### src/sv/lrcv_pkg.sv
package lrcv_pkg;

  // crc-32, reflected form
  localparam logic [31:0] CRC_POLY = 32'hEDB88320;
  localparam logic [31:0] CRC_ONES = 32'hFFFFFFFF;

  // depth of the queue between parser front and record back end
  localparam int QUEUE_DEPTH = 2;

  // result kinds
  localparam logic [1:0] KIND_ID  = 2'd0;
  localparam logic [1:0] KIND_STR = 2'd1;
  localparam logic [1:0] KIND_END = 2'd2;

  // record field phases
  typedef enum logic [2:0] {
    PH_SEQ,
    PH_TYPE,
    PH_IDLEN,
    PH_ID,
    PH_VALUE,
    PH_STRLEN,
    PH_STR,
    PH_TAIL
  } phase_t;

  // one classified byte, handed from front to back
  typedef struct packed {
    logic [7:0] data;
    logic       start;
    phase_t     ph;
    logic       crc_en;
    logic       last;
  } op_t;

  // one byte step of the reflected crc
  function automatic logic [31:0] crc_byte(logic [31:0] c, logic [7:0] b);
    logic [31:0] x;
    x = c ^ {24'd0, b};
    for (int k = 0; k < 8; k++) begin
      x = x[0] ? ((x >> 1) ^ CRC_POLY) : (x >> 1);
    end
    return x;
  endfunction

endpackage

### src/sv/lrcv_if.sv
// input byte channel
interface lrcv_in_if;
  logic       valid;
  logic       ready;
  logic [7:0] log_byte;
  logic       start_of_log;

  modport source (output valid, output log_byte, output start_of_log, input ready);
  modport sink   (input valid, input log_byte, input start_of_log, output ready);
endinterface

// result channel
interface lrcv_out_if;
  logic               valid;
  logic               ready;
  logic        [1:0]  kind;
  logic        [7:0]  data_byte;
  logic        [63:0] sequence_res;
  logic        [7:0]  entry_type;
  logic        [15:0] id_length;
  logic signed [63:0] int_value;
  logic        [15:0] string_length;
  logic        [63:0] timestamp_bits;
  logic               crc_ok;

  modport source (output valid, output kind, output data_byte, output sequence_res,
                  output entry_type, output id_length, output int_value,
                  output string_length, output timestamp_bits, output crc_ok,
                  input ready);
  modport sink   (input valid, input kind, input data_byte, input sequence_res,
                  input entry_type, input id_length, input int_value,
                  input string_length, input timestamp_bits, input crc_ok,
                  output ready);
endinterface

### src/sv/log_record_crc_verifier.sv
// an accepted byte is written into the queue and then, if it yields a result,
// into the back end's output register, from which the output handshake takes it
// throughput: one byte per cycle; the back end's byte-wide crc step and the
// front's field counter each take one byte a cycle, a two-entry queue between;
// input stalls only while a held result leaves two bytes waiting in the queue
// reset: synchronous active low; clears parser phase, queue, halt flag and
// output valid, and sets the running crc to all ones
module log_record_crc_verifier (
  input  logic        clk,
  input  logic        rst_n,
  lrcv_in_if.sink     in_chan,
  lrcv_out_if.source  out_chan
);

  logic          q_push, q_pop, q_empty, q_full;
  lrcv_pkg::op_t push_op, pop_op;

  // byte parser and classifier
  lrcv_front u_front (
    .clk     (clk),
    .rst_n   (rst_n),
    .in_chan (in_chan),
    .q_full  (q_full),
    .push    (q_push),
    .push_op (push_op)
  );

  // decoupling queue
  lrcv_queue u_queue (
    .clk     (clk),
    .rst_n   (rst_n),
    .push    (q_push),
    .push_op (push_op),
    .pop     (q_pop),
    .pop_op  (pop_op),
    .empty   (q_empty),
    .full    (q_full)
  );

  // crc, field capture and results
  lrcv_back u_back (
    .clk      (clk),
    .rst_n    (rst_n),
    .q_empty  (q_empty),
    .op       (pop_op),
    .pop      (q_pop),
    .out_chan (out_chan)
  );

  // queue never underflows or overflows
  a_no_underflow: assert property (@(posedge clk) disable iff (!rst_n)
    q_pop |-> !q_empty) else $error("pop from empty queue");

  a_no_overflow: assert property (@(posedge clk) disable iff (!rst_n)
    q_push |-> !q_full) else $error("push into full queue");

  // record end is only flagged on a tail byte
  a_last_in_tail: assert property (@(posedge clk) disable iff (!rst_n)
    (q_push && push_op.last) |-> (push_op.ph == lrcv_pkg::PH_TAIL && !push_op.crc_en))
    else $error("record end outside tail");

  // a popped id or string byte marked as record start leaves the output valid next cycle
  a_result_shown: assert property (@(posedge clk) disable iff (!rst_n)
    (q_pop && (pop_op.ph == lrcv_pkg::PH_ID || pop_op.ph == lrcv_pkg::PH_STR)
     && pop_op.start) |=> out_chan.valid)
    else $error("id or string byte lost");

endmodule

### src/sv/lrcv_front.sv
module lrcv_front (
  input  logic             clk,
  input  logic             rst_n,
  lrcv_in_if.sink          in_chan,
  input  logic             q_full,
  output logic             push,
  output lrcv_pkg::op_t    push_op
);

  lrcv_pkg::phase_t ph_r, ph_nxt, eff_ph;
  logic [15:0]      cnt_r, cnt_nxt, eff_cnt, cnt_dec;
  logic [15:0]      len_r, len_nxt;
  logic [7:0]       b;

  assign in_chan.ready = !q_full;
  assign push          = in_chan.valid && !q_full;
  assign b             = in_chan.log_byte;

  // classify the byte and step the field counter
  always_comb begin
    eff_ph  = in_chan.start_of_log ? lrcv_pkg::PH_SEQ : ph_r;
    eff_cnt = in_chan.start_of_log ? 16'd0 : cnt_r;
    cnt_dec = (eff_cnt == 16'd0) ? 16'd0 : eff_cnt - 16'd1;
    ph_nxt  = eff_ph;
    cnt_nxt = eff_cnt + 16'd1;
    len_nxt = len_r;

    push_op.data   = b;
    push_op.start  = in_chan.start_of_log;
    push_op.ph     = eff_ph;
    push_op.crc_en = !(eff_ph == lrcv_pkg::PH_TAIL && eff_cnt >= 16'd8);
    push_op.last   = (eff_ph == lrcv_pkg::PH_TAIL && eff_cnt == 16'd11);

    case (eff_ph)
      lrcv_pkg::PH_SEQ: begin
        if (eff_cnt == 16'd7) begin
          ph_nxt  = lrcv_pkg::PH_TYPE;
          cnt_nxt = 16'd0;
        end
      end
      lrcv_pkg::PH_TYPE: begin
        ph_nxt  = lrcv_pkg::PH_IDLEN;
        cnt_nxt = 16'd0;
      end
      lrcv_pkg::PH_IDLEN, lrcv_pkg::PH_STRLEN: begin
        len_nxt = {b, len_r[15:8]};
        if (eff_cnt == 16'd1) begin
          cnt_nxt = len_nxt;
          if (len_nxt == 16'd0) begin
            ph_nxt = (eff_ph == lrcv_pkg::PH_IDLEN) ? lrcv_pkg::PH_VALUE
                                                    : lrcv_pkg::PH_TAIL;
          end else begin
            ph_nxt = (eff_ph == lrcv_pkg::PH_IDLEN) ? lrcv_pkg::PH_ID
                                                    : lrcv_pkg::PH_STR;
          end
        end
      end
      lrcv_pkg::PH_ID, lrcv_pkg::PH_STR: begin
        cnt_nxt = cnt_dec;
        if (cnt_dec == 16'd0) begin
          ph_nxt = (eff_ph == lrcv_pkg::PH_ID) ? lrcv_pkg::PH_VALUE : lrcv_pkg::PH_TAIL;
        end
      end
      lrcv_pkg::PH_VALUE: begin
        if (eff_cnt == 16'd7) begin
          ph_nxt  = lrcv_pkg::PH_STRLEN;
          cnt_nxt = 16'd0;
        end
      end
      lrcv_pkg::PH_TAIL: begin
        if (eff_cnt == 16'd11) begin
          ph_nxt  = lrcv_pkg::PH_SEQ;
          cnt_nxt = 16'd0;
        end
      end
      default: begin
        ph_nxt  = lrcv_pkg::PH_SEQ;
        cnt_nxt = 16'd0;
      end
    endcase
  end

  // parser state
  always_ff @(posedge clk) begin
    if (!rst_n) begin
      ph_r  <= lrcv_pkg::PH_SEQ;
      cnt_r <= 16'd0;
    end else if (push) begin
      ph_r  <= ph_nxt;
      cnt_r <= cnt_nxt;
    end
  end

  // length assembly
  always_ff @(posedge clk) begin
    if (push) begin
      len_r <= len_nxt;
    end
  end

endmodule

### src/sv/lrcv_queue.sv
module lrcv_queue (
  input  logic             clk,
  input  logic             rst_n,
  input  logic             push,
  input  lrcv_pkg::op_t    push_op,
  input  logic             pop,
  output lrcv_pkg::op_t    pop_op,
  output logic             empty,
  output logic             full
);

  localparam int PTR_W = (lrcv_pkg::QUEUE_DEPTH > 1) ? $clog2(lrcv_pkg::QUEUE_DEPTH) : 1;
  localparam int CNT_W = $clog2(lrcv_pkg::QUEUE_DEPTH + 1);
  localparam logic [PTR_W-1:0] LAST_PTR = PTR_W'(lrcv_pkg::QUEUE_DEPTH - 1);
  localparam logic [CNT_W-1:0] DEPTH_CNT = CNT_W'(lrcv_pkg::QUEUE_DEPTH);

  lrcv_pkg::op_t    mem_r [lrcv_pkg::QUEUE_DEPTH];
  logic [PTR_W-1:0] wr_r, rd_r;
  logic [CNT_W-1:0] cnt_r;

  assign empty  = (cnt_r == '0);
  assign full   = (cnt_r == DEPTH_CNT);
  assign pop_op = mem_r[rd_r];

  // pointers and fill count
  always_ff @(posedge clk) begin
    if (!rst_n) begin
      wr_r  <= '0;
      rd_r  <= '0;
      cnt_r <= '0;
    end else begin
      if (push) begin
        wr_r <= (wr_r == LAST_PTR) ? '0 : wr_r + PTR_W'(1);
      end
      if (pop) begin
        rd_r <= (rd_r == LAST_PTR) ? '0 : rd_r + PTR_W'(1);
      end
      if (push && !pop) begin
        cnt_r <= cnt_r + CNT_W'(1);
      end else if (pop && !push) begin
        cnt_r <= cnt_r - CNT_W'(1);
      end
    end
  end

  // entry storage
  always_ff @(posedge clk) begin
    if (push) begin
      mem_r[wr_r] <= push_op;
    end
  end

endmodule

### src/sv/lrcv_back.sv
module lrcv_back (
  input  logic             clk,
  input  logic             rst_n,
  input  logic             q_empty,
  input  lrcv_pkg::op_t    op,
  output logic             pop,
  lrcv_out_if.source       out_chan
);

  logic [63:0] seq_r, seq_nxt;
  logic [7:0]  type_r, type_nxt;
  logic [15:0] idlen_r, idlen_nxt;
  logic [63:0] value_r, value_nxt;
  logic [15:0] strlen_r, strlen_nxt;
  logic [63:0] time_r, time_nxt;
  logic [31:0] scrc_r, scrc_nxt;
  logic [31:0] crc_r, crc_nxt, crc_cur;
  logic        halted_r, halted_nxt, halt_cur;

  logic        emit;
  logic [1:0]  kind_nxt;
  logic [7:0]  data_nxt;
  logic        ok_nxt;

  logic        ov_r;
  logic [1:0]  kind_r;
  logic [7:0]  data_r;
  logic [63:0] oseq_r, oval_r, otime_r;
  logic [7:0]  otype_r;
  logic [15:0] oidlen_r, ostrlen_r;
  logic        ok_r;

  assign pop = !q_empty && (!ov_r || out_chan.ready);

  // carry out one classified byte
  always_comb begin
    crc_cur    = op.start ? lrcv_pkg::CRC_ONES : crc_r;
    halt_cur   = op.start ? 1'b0 : halted_r;
    crc_nxt    = crc_cur;
    halted_nxt = halt_cur;
    seq_nxt    = seq_r;
    type_nxt   = type_r;
    idlen_nxt  = idlen_r;
    value_nxt  = value_r;
    strlen_nxt = strlen_r;
    time_nxt   = time_r;
    scrc_nxt   = scrc_r;
    emit       = 1'b0;
    kind_nxt   = lrcv_pkg::KIND_ID;
    data_nxt   = 8'd0;
    ok_nxt     = 1'b0;

    if (!halt_cur) begin
      if (op.crc_en) begin
        crc_nxt = lrcv_pkg::crc_byte(crc_cur, op.data);
      end
      case (op.ph)
        lrcv_pkg::PH_SEQ:    seq_nxt    = {op.data, seq_r[63:8]};
        lrcv_pkg::PH_TYPE:   type_nxt   = op.data;
        lrcv_pkg::PH_IDLEN:  idlen_nxt  = {op.data, idlen_r[15:8]};
        lrcv_pkg::PH_VALUE:  value_nxt  = {op.data, value_r[63:8]};
        lrcv_pkg::PH_STRLEN: strlen_nxt = {op.data, strlen_r[15:8]};
        lrcv_pkg::PH_ID, lrcv_pkg::PH_STR: begin
          emit     = 1'b1;
          kind_nxt = (op.ph == lrcv_pkg::PH_ID) ? lrcv_pkg::KIND_ID : lrcv_pkg::KIND_STR;
          data_nxt = op.data;
        end
        lrcv_pkg::PH_TAIL: begin
          if (op.crc_en) begin
            time_nxt = {op.data, time_r[63:8]};
          end else begin
            scrc_nxt = {op.data, scrc_r[31:8]};
          end
          if (op.last) begin
            ok_nxt     = ((crc_cur ^ lrcv_pkg::CRC_ONES) == scrc_nxt);
            emit       = 1'b1;
            kind_nxt   = lrcv_pkg::KIND_END;
            halted_nxt = !ok_nxt;
            crc_nxt    = lrcv_pkg::CRC_ONES;
          end
        end
        default: begin
          emit = 1'b0;
        end
      endcase
    end
  end

  // control state
  always_ff @(posedge clk) begin
    if (!rst_n) begin
      crc_r    <= lrcv_pkg::CRC_ONES;
      halted_r <= 1'b0;
      ov_r     <= 1'b0;
    end else begin
      if (pop) begin
        crc_r    <= crc_nxt;
        halted_r <= halted_nxt;
      end
      if (pop && emit) begin
        ov_r <= 1'b1;
      end else if (out_chan.ready) begin
        ov_r <= 1'b0;
      end
    end
  end

  // record fields and output register
  always_ff @(posedge clk) begin
    if (pop) begin
      seq_r    <= seq_nxt;
      type_r   <= type_nxt;
      idlen_r  <= idlen_nxt;
      value_r  <= value_nxt;
      strlen_r <= strlen_nxt;
      time_r   <= time_nxt;
      scrc_r   <= scrc_nxt;
    end
    if (pop && emit) begin
      kind_r    <= kind_nxt;
      data_r    <= data_nxt;
      ok_r      <= ok_nxt;
      if (kind_nxt == lrcv_pkg::KIND_END) begin
        oseq_r    <= seq_r;
        otype_r   <= type_r;
        oidlen_r  <= idlen_r;
        oval_r    <= value_r;
        ostrlen_r <= strlen_r;
        otime_r   <= time_nxt;
      end else begin
        oseq_r    <= 64'd0;
        otype_r   <= 8'd0;
        oidlen_r  <= 16'd0;
        oval_r    <= 64'd0;
        ostrlen_r <= 16'd0;
        otime_r   <= 64'd0;
      end
    end
  end

  assign out_chan.valid          = ov_r;
  assign out_chan.kind           = kind_r;
  assign out_chan.data_byte      = data_r;
  assign out_chan.sequence_res   = oseq_r;
  assign out_chan.entry_type     = otype_r;
  assign out_chan.id_length      = oidlen_r;
  assign out_chan.int_value      = oval_r;
  assign out_chan.string_length  = ostrlen_r;
  assign out_chan.timestamp_bits = otime_r;
  assign out_chan.crc_ok         = ok_r;

endmodule
### src/flat_wrapper.sv
// flat-port wrapper written by rule: the top's interface ports become plain ports
module log_record_crc_verifier_flat 
  (clk, rst_n, in_chan_valid, in_chan_log_byte, in_chan_start_of_log, in_chan_ready, out_chan_valid, out_chan_kind, out_chan_data_byte, out_chan_sequence_res, out_chan_entry_type, out_chan_id_length, out_chan_int_value, out_chan_string_length, out_chan_timestamp_bits, out_chan_crc_ok, out_chan_ready);
  lrcv_in_if in_chan_i ();
  lrcv_out_if out_chan_i ();
  input  logic clk;
  input  logic rst_n;
  input wire logic [$bits(in_chan_i.valid)-1:0] in_chan_valid;
  input wire logic [$bits(in_chan_i.log_byte)-1:0] in_chan_log_byte;
  input wire logic [$bits(in_chan_i.start_of_log)-1:0] in_chan_start_of_log;
  output wire logic [$bits(in_chan_i.ready)-1:0] in_chan_ready;
  output wire logic [$bits(out_chan_i.valid)-1:0] out_chan_valid;
  output wire logic [$bits(out_chan_i.kind)-1:0] out_chan_kind;
  output wire logic [$bits(out_chan_i.data_byte)-1:0] out_chan_data_byte;
  output wire logic [$bits(out_chan_i.sequence_res)-1:0] out_chan_sequence_res;
  output wire logic [$bits(out_chan_i.entry_type)-1:0] out_chan_entry_type;
  output wire logic [$bits(out_chan_i.id_length)-1:0] out_chan_id_length;
  output wire logic [$bits(out_chan_i.int_value)-1:0] out_chan_int_value;
  output wire logic [$bits(out_chan_i.string_length)-1:0] out_chan_string_length;
  output wire logic [$bits(out_chan_i.timestamp_bits)-1:0] out_chan_timestamp_bits;
  output wire logic [$bits(out_chan_i.crc_ok)-1:0] out_chan_crc_ok;
  input wire logic [$bits(out_chan_i.ready)-1:0] out_chan_ready;
  assign in_chan_i.valid = in_chan_valid;
  assign in_chan_i.log_byte = in_chan_log_byte;
  assign in_chan_i.start_of_log = in_chan_start_of_log;
  assign in_chan_ready = in_chan_i.ready;
  assign out_chan_valid = out_chan_i.valid;
  assign out_chan_kind = out_chan_i.kind;
  assign out_chan_data_byte = out_chan_i.data_byte;
  assign out_chan_sequence_res = out_chan_i.sequence_res;
  assign out_chan_entry_type = out_chan_i.entry_type;
  assign out_chan_id_length = out_chan_i.id_length;
  assign out_chan_int_value = out_chan_i.int_value;
  assign out_chan_string_length = out_chan_i.string_length;
  assign out_chan_timestamp_bits = out_chan_i.timestamp_bits;
  assign out_chan_crc_ok = out_chan_i.crc_ok;
  assign out_chan_i.ready = out_chan_ready;
  log_record_crc_verifier u_core (.clk(clk), .rst_n(rst_n), .in_chan(in_chan_i), .out_chan(out_chan_i));
endmodule
### config.mk
export PLATFORM = sky130hd
export DESIGN_NAME = log_record_crc_verifier_flat
export DESIGN_NICKNAME = d
export VERILOG_FILES = /design/src/sv/lrcv_pkg.sv /design/src/sv/lrcv_if.sv /design/src/sv/log_record_crc_verifier.sv /design/src/sv/lrcv_front.sv /design/src/sv/lrcv_queue.sv /design/src/sv/lrcv_back.sv /design/src/flat_wrapper.sv
export SDC_FILE = /design/constraint.sdc
export NUM_CORES = 1
export LEC_CHECK = 0
export ABC_AREA = 1
export BUFFER_PORTS_ARGS = -buffer_cell sky130_fd_sc_hd__buf_2
export CAP_MARGIN = 20
export CORE_ASPECT_RATIO = 1.1
export CORE_MARGIN = 8
export CORE_UTILIZATION = 45
export CTS_CLUSTER_DIAMETER = 80
export DETAILED_ROUTE_END_ITERATION = 8
export HOLD_SLACK_MARGIN = 0.12
export PLACE_DENSITY = 0.66
export SLEW_MARGIN = 20
export SYNTH_ARGS = -nofsm -noshare
export SYNTH_HDL_FRONTEND = slang
export SYNTH_SLANG_ARGS = --single-unit
### constraint.sdc
create_clock -name clk -period 17.1 [get_ports clk]
set_input_delay 3.42 -clock clk [delete_from_list [all_inputs] [get_ports clk]]
set_output_delay 3.42 -clock clk [all_outputs]
set_load 0.005 [all_outputs]
==> run summary <==
The number of cells traversed by the worst register-to-register path was 11. In this run the vertical extent of the chip is 266 um. In this run the worst hold path is classified as reg2reg. The tools report the maximum achievable frequency as 163 MHz.

Grouping stages by cell kind, the critical path spends the most delay in buffers and inverters. Traced cell by cell, the critical path runs through buf_2 -> nor2_1 -> a21oi_4 -> clkinv_1 -> a21oi_4 -> buf_4 -> buf_12. The fraction of post-synthesis cell area in the top cell type by area works out to 63.5%. Cell type with the highest aggregate area in the netlist: sky130_fd_sc_hd__edfxtp_1. OpenSTA, run right after detailed placement, puts the worst setup slack at 10.42 ns.

Setup slack closes at 10.98 ns. The maximum cell stage delay along the critical path came out at 0.70 ns. The length of routed wiring on met1 is 26.8 mm.

The tools report the total CTS buffers as 59. The share of the clock period used by the worst path after layout was 35.8%; the total negative setup slack was 0 ns. For the maximum clock path buffer count, the log shows 3. The wire-length estimate of the detail-placed layout is 42.3 mm. The average wire per standard cell is 18.3 um. The remaining global-route overflow was 0. In the detailed route, the total length drawn on met3 is 4.23 mm. Ranked by total cell area, the synthesized netlist is headed by sky130_fd_sc_hd__edfxtp_1 64%, sky130_fd_sc_hd__nand2_1 8.8%, sky130_fd_sc_hd__dfxtp_1 4.5%.

The quantity of gates resized following cts was 0. Destination of the critical timing path: u_core.u_back.out_chan.timestamp_bits[22]$_SDFFCE_PP0P_. At the later pin of the worst-skew pair, clock insertion delay measures 0.62 ns.

The tools report the worst voltage drop across the vdd grid as 0.000109 V. Once layout is complete, the utilization of the core stands at 52.1%. The count of buffers added on input and output ports is 257. Aggregate global-route resource usage: 18.7%. The tools report the number of global-route vias before repair as 16900. In this run the top signal layer used is met4. The end of the worst register-to-register path is u_core.u_back.out_chan.timestamp_bits[44]$_SDFFCE_PP0P_.

Dividing total power by cell area gives a power density of 176 mW/mm^2. Hold timing on the final database bottoms out at a slack of 0.444 ns. The critical path class was in2reg. The detail route stage leaves a number of antenna-violating nets equal to 0.

The most numerous cell on the critical path is sky130_fd_sc_hd__a21oi_4. Capturing element type of the critical path: a register. The detailed-routing iteration count for the pre-antenna-repair pass came out at 5.

The tools report the critical path launch point as out_chan_ready. Net count after synthesis: 2390. The reported leakage power was 0.0123 uW; the synthesized instance count was 2371. In the synthesized netlist the dominant register cell turns out to be sky130_fd_sc_hd__edfxtp_1. The repair_antennas step left the layout with diodes totalling 0.

The width of the chip is 244 um. In this run the standard cell core region covers 0.0569 sq mm. Sequential cells were found to cover 68.0% of the synthesized design area. The worst setup path is launched from a primary input. For the clock sink count, the log shows 601. The run finished with clean final reports. Among all stages on the critical path, the largest delay is contributed by sky130_fd_sc_hd__buf_12. In this run the number of cells on the critical path is 7. CTS built an H-tree with a depth of 2. Setup repair after global routing left no endpoint under its margin. The required time reported for the critical path endpoint came out at 17.32 ns. In the final layout, the share of cells above drive strength 1 is 16.4%. In the routed layout, each cell is associated on average with a via count of 5.07. The final period demand of the worst path is 6.12 ns, and the number of max-slew violations in the final report is 0. The number of DRC markers after the initial detailed-route iteration was 1530.

The tools report the weighted congestion at the end of routability-driven global placement as 0.902. The proportion of synthesized flip-flops having asynchronous set or reset is 0%. The CTS root buffer is sky130_fd_sc_hd__clkbuf_16. The flip-flop and latch count after synthesis was 601. The number of distinct library cells after synthesis is 49. Yosys mapped a number of flops with a built-in enable equal to 543. The tools report the routed via count as 17300. For this run, design rule violations remaining after detail routing come to 0.

Of all nets on the critical path, the largest fanout is 183. The first global-routing pass estimated 96.9 mm of wire. The total count of hold-check failures in the final report is 0.

The count of final setup violators was 0; the number of top-level pins was 258. The maximum number of pins on one net before global-route repair was 184; the reg2reg setup slack was 11.49 ns. The net total in the final layout is 2635. The routed design uses 30.2 mm of met2 wire. The count of maximum capacitance violations is 0. For this configuration, the core starts out at a cell density of 45.1%.

Once the clock tree was built, the setup fixing pass inserted 0 buffers. The average instance in the mapped netlist occupies 10.8 sq um. Row generation in the floorplan step produced 92 rows. The total routed wirelength was 62.6 mm; the worst-margin pin slew was 1.08 ns. On the final layout, the worst clock skew is 0.0168 ns. The critical path contains buffers and inverters numbering 4 combined. The tools report the number of antenna violations at the first check in global routing as 1. From synthesis to final layout, the design area changed by 15.4%. The count of cells in the finished layout, fillers not included, comes to 3417. In this run the cell area of the synthesized design comes to 0.0257 sq mm. Yosys printed 0 warnings. TritonCTS built the clock tree. The die covers 0.0649 sq mm.

The clock edge transition at the registers on the reported setup and hold paths is 0.06 ns, and the endpoint arrival time on the critical path is 6.34 ns. The logs give 3307 for the placed instance count and 27.8% for the tightest slew margin relative to the limit. In this run, post-CTS hold repair placed 0 buffers.
[power by group]
part	switching, uW	internal [uW]	total (uW)
Combinational	1130	502	1640
Clock	550	766	1320
Sequential	155	2110	2260
Total	1840	3380	5220
[how the worst min path moves through the flow]
stage	start	endpoint	slack, ns	cells past startpoint
finish	u_core.u_back.value_r[44]$_DFFE_PP_	u_core.u_back.value_r[36]$_DFFE_PP_	0.44	0
global route	u_core.u_back.seq_r[33]$_DFFE_PP_	u_core.u_back.seq_r[25]$_DFFE_PP_	0.45	0
CTS	u_core.u_back.value_r[44]$_DFFE_PP_	u_core.u_back.value_r[36]$_DFFE_PP_	0.44	0
detailed placement	u_core.u_back.seq_r[42]$_DFFE_PP_	u_core.u_back.seq_r[34]$_DFFE_PP_	0.43	0
global placement	u_core.u_back.seq_r[54]$_DFFE_PP_	u_core.u_back.seq_r[46]$_DFFE_PP_	0.43	0
floorplan	u_core.u_queue.rd_r$_SDFFE_PN0P_	register	0.43	1
[cells in the final DEF (no fill, tap or decap), types with 3 or more instances in the layout]
| cell | netlist | routed |
|---|---|---|
| sky130_fd_sc_hd__nor3_1 | 20 | 20 |
| sky130_fd_sc_hd__or2_2 | 11 | 11 |
| sky130_fd_sc_hd__o21ai_2 | 4 | 4 |
| sky130_fd_sc_hd__nand3_1 | 50 | 50 |
| sky130_fd_sc_hd__nand4_1 | 16 | 16 |
| sky130_fd_sc_hd__xnor2_2 | 4 | 4 |
| sky130_fd_sc_hd__o221ai_1 | 7 | 7 |
| sky130_fd_sc_hd__clkbuf_1 | 43 | 11 |
| sky130_fd_sc_hd__a21oi_1 | 156 | 154 |
| sky130_fd_sc_hd__o21ai_1 | 21 | 21 |
| sky130_fd_sc_hd__inv_1 | 285 | 284 |
| sky130_fd_sc_hd__nor2_2 | 7 | 11 |
| sky130_fd_sc_hd__nor2_4 | 2 | 6 |
| sky130_fd_sc_hd__ha_1 | 6 | 6 |
| sky130_fd_sc_hd__clkinv_2 | 0 | 9 |
| sky130_fd_sc_hd__clkinv_1 | 2 | 18 |
| sky130_fd_sc_hd__xnor2_1 | 16 | 16 |
| sky130_fd_sc_hd__bufinv_16 | 0 | 8 |
| sky130_fd_sc_hd__nor2_1 | 260 | 252 |
| sky130_fd_sc_hd__nand2_2 | 9 | 9 |
| sky130_fd_sc_hd__buf_4 | 7 | 12 |
| sky130_fd_sc_hd__a22oi_1 | 3 | 3 |
| sky130_fd_sc_hd__inv_2 | 15 | 14 |
| sky130_fd_sc_hd__nand2_1 | 599 | 599 |
| sky130_fd_sc_hd__edfxtp_1 | 543 | 543 |
| sky130_fd_sc_hd__clkbuf_16 | 0 | 60 |
| sky130_fd_sc_hd__xor2_1 | 45 | 45 |
| sky130_fd_sc_hd__o21ai_0 | 78 | 78 |
| sky130_fd_sc_hd__or2_1 | 6 | 6 |
| sky130_fd_sc_hd__o211ai_1 | 18 | 18 |
| sky130_fd_sc_hd__nand2_4 | 7 | 7 |
| sky130_fd_sc_hd__xor2_4 | 6 | 6 |
| sky130_fd_sc_hd__nor4_1 | 9 | 9 |
| sky130_fd_sc_hd__nand3b_1 | 3 | 3 |
| sky130_fd_sc_hd__buf_2 | 18 | 257 |
| sky130_fd_sc_hd__dfxtp_1 | 58 | 58 |
[logic make-up (layout without fill, tap and decap cells)]
family | count (synthesis) | count (layout) | synth area share [%]
AOI/OAI and AO/OA | 298 | 298 | 6.30
xor gates and xnor gates | 73 | 73 | 3.11
and+or+nand+nor | 1004 | 1004 | 16.1
buffers and inverters | 389 | 683 | 6.13
DFF | 601 | 601 | 68.0
adders and majority gates | 6 | 6 | 0.292
[per-layer routing]
layer / GRT usage [%] / vias to the layer above
met2: 31.4 / 567
met5: 0 / -
li1: - / 8348
met3: 3.19 / 85
met4: 4.96 / 0
met1: 25.1 / 8325
[stage by stage]
stage               area (sq um)  power, uW
finish                     29600       5220
detailed placement         27600       3940
global placement           27600       3900
CTS                        29600       5260
global route               29600       5530
floorplan                  25700       3470
[sequential cells by signal (all words and copies together) (netlist names), 2 cells and up, named ones only]
signal and cells:
u_core.u_back.crc_r 32, u_core.u_back.idlen_r 16, u_core.u_back.out_chan.data_byte 8, u_core.u_back.out_chan.entry_type 8, u_core.u_back.out_chan.id_length 16, u_core.u_back.out_chan.int_value 64, u_core.u_back.out_chan.kind 2, u_core.u_back.out_chan.sequence_res 64
u_core.u_back.out_chan.string_length 16, u_core.u_back.out_chan.timestamp_bits 64, u_core.u_back.scrc_r 32, u_core.u_back.seq_r 64, u_core.u_back.strlen_r 16, u_core.u_back.time_r 64, u_core.u_back.type_r 8, u_core.u_back.value_r 64
u_core.u_front.cnt_r 16, u_core.u_front.len_r 8, u_core.u_front.ph_r 3, u_core.u_queue.cnt_r 2, u_core.u_queue.mem_r 28
[worst register-to-register path, delay by kind of cell (launching register included)]
kind	cells	cell delay, ns
AO/OA/AOI/OAI	1	0.12
buffers and inverters	5	2.93
flip-flops	1	0.91
AND/OR/NAND/NOR	5	1.36
[synth_stat cells (7+ instances only)]
cell type and instances:
sky130_fd_sc_hd__nand2_1 599, sky130_fd_sc_hd__edfxtp_1 543, sky130_fd_sc_hd__inv_1 285, sky130_fd_sc_hd__nor2_1 260, sky130_fd_sc_hd__a21oi_1 156, sky130_fd_sc_hd__o21ai_0 78, sky130_fd_sc_hd__dfxtp_1 58, sky130_fd_sc_hd__nand3_1 50
sky130_fd_sc_hd__xor2_1 45, sky130_fd_sc_hd__clkbuf_1 43, sky130_fd_sc_hd__o21ai_1 21, sky130_fd_sc_hd__nor3_1 20, sky130_fd_sc_hd__buf_2 18, sky130_fd_sc_hd__o211ai_1 18, sky130_fd_sc_hd__nand4_1 16, sky130_fd_sc_hd__xnor2_1 16
sky130_fd_sc_hd__inv_2 15, sky130_fd_sc_hd__buf_1 11, sky130_fd_sc_hd__or2_2 11, sky130_fd_sc_hd__nand2_2 9, sky130_fd_sc_hd__nor4_1 9, sky130_fd_sc_hd__buf_4 7, sky130_fd_sc_hd__nand2_4 7, sky130_fd_sc_hd__nor2_2 7
sky130_fd_sc_hd__o221ai_1 7
[final cells by class]
type	instances	area (sq um)
Multi-Input combinational cell	1381	6690
Clock buffer	71	1540
Inverter	303	1150
Clock inverter	39	432
Fill cell	5050	27200
Tap cell	752	941
Sequential cell	601	17500
Timing Repair Buffer	270	1400
Power figures use the tool's default switching activity.
